### config.mk
export PLATFORM = sky130hd
export DESIGN_NAME = dam_ctrl
export DESIGN_NICKNAME = d
export VERILOG_FILES = /design/src/sv/dam_pkg.sv /design/src/sv/dam_ctrl.sv
export SDC_FILE = /design/constraint.sdc
export NUM_CORES = 1
export LEC_CHECK = 0
export BUFFER_PORTS_ARGS = -buffer_cell sky130_fd_sc_hd__buf_2
export CAP_MARGIN = 15
export CORE_UTILIZATION = 35
export DETAILED_ROUTE_END_ITERATION = 12
export PLACE_DENSITY_LB_ADDON = 0.05
export SLEW_MARGIN = 20
export SYNTH_ARGS = -nofsm -noshare
export SYNTH_HDL_FRONTEND = slang
export SYNTH_SLANG_ARGS = --single-unit
### constraint.sdc
create_clock -name clk_i -period 4.8 [get_ports clk_i]
set_input_delay 0.72 -clock clk_i [delete_from_list [all_inputs] [get_ports clk_i]]
set_output_delay 0.72 -clock clk_i [all_outputs]
set_load 0.01 [all_outputs]
### src/sv/dam_pkg.sv
`default_nettype none
package dam_pkg;

  localparam int MEM_WORDS = 100;
  localparam int ADDR_W    = $clog2(MEM_WORDS);
  localparam int PC_W      = 7;
  localparam int OP_W      = 7;

  // opcodes
  localparam logic [OP_W-1:0] OP_READ   = 7'd10;
  localparam logic [OP_W-1:0] OP_WRITE  = 7'd11;
  localparam logic [OP_W-1:0] OP_LOAD   = 7'd20;
  localparam logic [OP_W-1:0] OP_STORE  = 7'd21;
  localparam logic [OP_W-1:0] OP_ADD    = 7'd30;
  localparam logic [OP_W-1:0] OP_SUB    = 7'd31;
  localparam logic [OP_W-1:0] OP_DIV    = 7'd32;
  localparam logic [OP_W-1:0] OP_MUL    = 7'd33;
  localparam logic [OP_W-1:0] OP_MOD    = 7'd34;
  localparam logic [OP_W-1:0] OP_POW    = 7'd35;
  localparam logic [OP_W-1:0] OP_BR     = 7'd40;
  localparam logic [OP_W-1:0] OP_BRNEG  = 7'd41;
  localparam logic [OP_W-1:0] OP_BRZERO = 7'd42;
  localparam logic [OP_W-1:0] OP_HALT   = 7'd43;
  localparam logic [OP_W-1:0] OP_STROUT = 7'd90;

  // result status codes
  localparam logic [3:0] ST_LOADED = 4'd0;
  localparam logic [3:0] ST_OK     = 4'd1;
  localparam logic [3:0] ST_WROTE  = 4'd2;
  localparam logic [3:0] ST_READ   = 4'd3;
  localparam logic [3:0] ST_CHAR   = 4'd4;
  localparam logic [3:0] ST_HALT   = 4'd5;
  localparam logic [3:0] ST_DIVZ   = 4'd6;
  localparam logic [3:0] ST_BADOP  = 4'd7;
  localparam logic [3:0] ST_PCOVF  = 4'd8;
  localparam logic [3:0] ST_IDLEH  = 4'd9;

  localparam logic [31:0] DEC_DIVISOR  = 32'd100;
  localparam logic [31:0] CHAR_DIVISOR = 32'd1000;

  // reciprocals, exact for any 32-bit magnitude up to 2^31
  localparam logic [31:0] DEC_RECIP  = 32'd2748779070;  // ceil(2^38 / 100)
  localparam logic [31:0] CHAR_RECIP = 32'd2199023256;  // ceil(2^41 / 1000)
  localparam int          DEC_SHIFT  = 38;
  localparam int          CHAR_SHIFT = 41;

  typedef enum logic [4:0] {
    A_NONE,
    A_CAPTURE,
    A_LOAD,
    A_IDLEH,
    A_PCOVF,
    A_RDPC,
    A_DECST,
    A_DECFIN,
    A_RDAD,
    A_EXEC,
    A_DIVST,
    A_DIVFIN,
    A_DIVZ,
    A_POWINIT,
    A_POWSTEP,
    A_POWFIN,
    A_POWNEG,
    A_OUT
  } act_e;

  typedef struct packed {
    logic            kind;
    logic            halted;
    logic            chars_nz;
    logic            pc_ovf;
    logic            div_done;
    logic [OP_W-1:0] op;
    logic            m_zero;
    logic            m_neg;
    logic            exp_zero;
    logic            out_free;
  } dp_stat_t;

endpackage
`default_nettype wire

### src/sv/dam_ctrl.sv
`default_nettype none
module dam_ctrl (
  input  wire logic              clk_i,
  input  wire logic              rst_ni,
  input  wire logic              in_valid_i,
  output logic                   in_ready_o,
  input  wire dam_pkg::dp_stat_t stat_i,
  output dam_pkg::act_e          act_o
);

  localparam logic [3:0] S_IDLE  = 4'd0;
  localparam logic [3:0] S_DISP  = 4'd1;
  localparam logic [3:0] S_FETCH = 4'd2;
  localparam logic [3:0] S_DEC   = 4'd3;
  localparam logic [3:0] S_ADDR  = 4'd4;
  localparam logic [3:0] S_OPRD  = 4'd5;
  localparam logic [3:0] S_DIV   = 4'd6;
  localparam logic [3:0] S_POW   = 4'd7;
  localparam logic [3:0] S_DONE  = 4'd8;

  logic [3:0] state_q, state_d;

  always_comb begin
    state_d = state_q;
    act_o   = dam_pkg::A_NONE;
    case (state_q)
      S_IDLE: begin
        if (in_valid_i) begin
          act_o   = dam_pkg::A_CAPTURE;
          state_d = S_DISP;
        end
      end
      S_DISP: begin
        if (!stat_i.kind) begin
          act_o   = dam_pkg::A_LOAD;
          state_d = S_DONE;
        end else if (stat_i.halted) begin
          act_o   = dam_pkg::A_IDLEH;
          state_d = S_DONE;
        end else if (stat_i.pc_ovf) begin
          act_o   = dam_pkg::A_PCOVF;
          state_d = S_DONE;
        end else begin
          act_o   = dam_pkg::A_RDPC;
          state_d = S_FETCH;
        end
      end
      S_FETCH: begin
        act_o   = dam_pkg::A_DECST;
        state_d = S_DEC;
      end
      S_DEC: begin
        if (stat_i.div_done) begin
          act_o   = dam_pkg::A_DECFIN;
          state_d = stat_i.chars_nz ? S_DONE : S_ADDR;
        end
      end
      S_ADDR: begin
        act_o   = dam_pkg::A_RDAD;
        state_d = S_OPRD;
      end
      S_OPRD: begin
        if (stat_i.op == dam_pkg::OP_DIV || stat_i.op == dam_pkg::OP_MOD) begin
          if (stat_i.m_zero) begin
            act_o   = dam_pkg::A_DIVZ;
            state_d = S_DONE;
          end else begin
            act_o   = dam_pkg::A_DIVST;
            state_d = S_DIV;
          end
        end else if (stat_i.op == dam_pkg::OP_POW) begin
          if (stat_i.m_neg) begin
            act_o   = dam_pkg::A_POWNEG;
            state_d = S_DONE;
          end else begin
            act_o   = dam_pkg::A_POWINIT;
            state_d = S_POW;
          end
        end else begin
          act_o   = dam_pkg::A_EXEC;
          state_d = S_DONE;
        end
      end
      S_DIV: begin
        if (stat_i.div_done) begin
          act_o   = dam_pkg::A_DIVFIN;
          state_d = S_DONE;
        end
      end
      S_POW: begin
        if (stat_i.exp_zero) begin
          act_o   = dam_pkg::A_POWFIN;
          state_d = S_DONE;
        end else begin
          act_o = dam_pkg::A_POWSTEP;
        end
      end
      S_DONE: begin
        if (stat_i.out_free) begin
          act_o   = dam_pkg::A_OUT;
          state_d = S_IDLE;
        end
      end
      default: state_d = S_IDLE;
    endcase
  end

  always_ff @(posedge clk_i or negedge rst_ni) begin
    if (!rst_ni) begin
      state_q <= S_IDLE;
    end else begin
      state_q <= state_d;
    end
  end

  assign in_ready_o = (state_q == S_IDLE);

endmodule
`default_nettype wire

==> results.yml <==
critical_path:
  critPathArrivalTime_ns: 2.18
  crit_chain: "buf_2, or4b_1, a211oi_1, nor2_1, a311o_1, buf_2"
  slowest_delay_ns: 0.62
  crit_family: "simple AND/OR/NAND/NOR gates"
  crit_type: "in2out"
  slowest_stage: "or4b_1"
  crit_top_cell: "buf_2"
  cp-start-kind: "primary input"
  cp_max_fo: 6
  cp-end-kind: "output pin"
  cp.required_ns: 4.08
  cp_num_buf_inv: 2
logic_synthesis:
  synth_area_leader_cell: "dfrtp_1"
  synth_area_per_cell_um2: 7.45
  synth_cell_types: 43
  synth_xor_area_frac: 0.0145
  synth_cells: 81
  async_flop_share: 1.00
  synth_edf_count: 0
  synth_most_common_cell: "nor2_1"
  synthAdderAreaFrac: 0
  synth-main-ff-cell: "dfrtp_1"
  synth_mux_area_frac: 0.0166
  yosysSeqAreaShare: 0.166
  netlist_area_um2: 603
  synth_compound_area_frac: 0.371
  synth_nets: 100
  yosys_warnings: 0
  ys_top_cells_by_area: "dfrtp_1, nor2_1, nand2b_1, nand4bb_1, a32o_1"
  synthTopCellsByCount: "nor2_1, nand2b_1, nand2_1, dfrtp_1"
  synth_top_family_by_area: "compound AO/OA/AOI/OAI gates"
  netlist.area_leader.share: 0.166
  synth_seq_cells: 4
  yosys.area_share.simple: 0.365
floorplanning:
  io_pins: 25
  start_util: 0.387
  core_um2: 1560
  die_h_um: 43.5
  num_rows: 14
  die_w_um: 43.5
  die_area_um2: 1890
cts:
  htreeDepth: 1
  path_clk_slew_ns: 0.04
  cts_sinks: 4
  postCtsSetupBuffers: 0
  cts_made_buffers: 3
  clock_path_buffers: 2
  tritoncts: "built"
  clk_latency_ns: 0.24
  root_buffer: "clkbuf_4"
  cts_resized: 0
  cts_hold_buf: 0
pwr:
  swShare: 0.490
  p_per_area_nw_per_um2: 515
  cell_internal_pwr_mw: 0.194
  p_clk_frac: 0.110
  ir_drop_v: 0.000263
  finalPower_mw: 0.380
  seq_power_share: 0.267
  switchingPower_mw: 0.186
  combPwrFrac: 0.623
  leakagePower_nw: 0.305
cells_and_area:
  reg_top3: "state_q x4"
  antenna_cells: 0
  finalNonFillerCells: 119
  regMostFlops: "state_q"
  area_growth_pct: 22.2
  fin_nets: 124
  num-fill-cells: 153
  largest_register_ffs: 4
  drive_gt1_frac: 0.320
global_routing:
  grt_usage: 0.194
  grt_pass1_vias: 634
  antenna_found_initial: 0
  grt_max_degree: 17
  grt-ovfl-total: 0
  grt_pass1_wl_um: 2780
detailed_routing:
  drtIter0Drc: 28
  viasPerCell: 5.88
  drtPass1Iterations: 8
  wl_met2_um: 713
  drcViolationCount: 6
  final_antenna_net_count: 0
  vias: 700
  top_layer_used: "met3"
  drt_wl_total_um: 1600
  dr_wl_met3_um: 99
  avgRoutedWirePerCell_um: 13.4
  met1_length_um: 786
run_status:
  violations: "DRC"
  status: "finished with violations"
sta:
  fin_tns_setup_ns: 0
  period_share: 0.604
  fin_crit_ns: 2.90
  drv_slew: 0
  slew_headroom: 0.646
  tightest_slew_ns: 0.531
  fin_ws_ns: 1.90
  hold_viol: 0
  rsz0062_at_grt: "no"
  fmax_mhz: 345
  setup_violations: 0
  clock_skew_ns: 0.00742
placed_design:
  place_congestion: 0.783
  place_ws_ns: 1.89
  dp.cells: 116
  port_buffers: 24
  hpwl_um: 1250
job:
  drv_cap: 0
worst_hold_path:
  hp-class: "in2async"
worst paths after layout:
check | from | to | slack [ns] | cells past startpoint
max | stat_i[6] | act_o[0] | 1.90 | 6
min | rst_ni | state_q[2] | 0.28 | 1
max reg2reg | state_q[0] | state_q[0] | 2.95 | 4
min reg2reg | state_q[3] | state_q[3] | 0.79 | 2
max in group asynchronous | rst_ni | state_q[1] | 4.40 | 1
min in group clk_i | state_q[3] | state_q[3] | 0.79 | 2
per-layer routing:
layer | global-route usage | vias up
li1 | - | 357
met1 | 0.278 | 319
met2 | 0.282 | 24
met3 | 0.0667 | 0
met4 | 0.0375 | 0
met5 | 0 | -
power groups by stage:
stage | logic, mW | clock network [mW] | registers (mW)
finish | 0.237 | 0.0418 | 0.101
global route | 0.262 | 0.0471 | 0.109
CTS | 0.235 | 0.0434 | 0.0997
detailed placement | 0.234 | 0 | 0.100
global placement | 0.234 | 0 | 0.102
floorplan | 0.210 | 0 | 0.0624
cell families after synthesis:
logic type / Yosys count
simple gates: 39
compound gates: 28
buf+inv: 8
flops: 4
xor+xnor: 1
mux: 1
metrics by stage:
| step | hold slack, ns | instance area, um^2 | utilization |
|---|---|---|---|
| detailed placement | 0.528 | 714 | 0.458 |
| floorplan | 0.424 | 603 | - |
| global route | 0.269 | 737 | 0.473 |
| CTS | 0.272 | 737 | 0.473 |
| finish | 0.275 | 737 | 0.473 |
| global placement | 0.527 | 714 | 0.458 |
area by class of cell:
type	count	area, um^2	area share
repair buffers	24	120	0.163
well taps	16	20.0	0.0272
multi-input cells	69	463	0.628
inverters	3	11.3	0.0153
clock buffers	3	22.5	0.0306
flip-flops and latches	4	100	0.136
layout by cell type, fill, tap and decap left out, types with 2 or more instances in the layout:
cell / instances
o21bai_1: 2
nor4_1: 2
buf_2: 24
o21ai_1: 3
nand4bb_1: 2
a21oi_1: 2
a32o_1: 2
o22ai_1: 3
clkbuf_4: 3
nor2_1: 12
nand2_1: 5
dfrtp_1: 4
a211oi_1: 2
inv_1: 3
nand2b_1: 7
No activity file was read; power rests on OpenSTA's default activity.
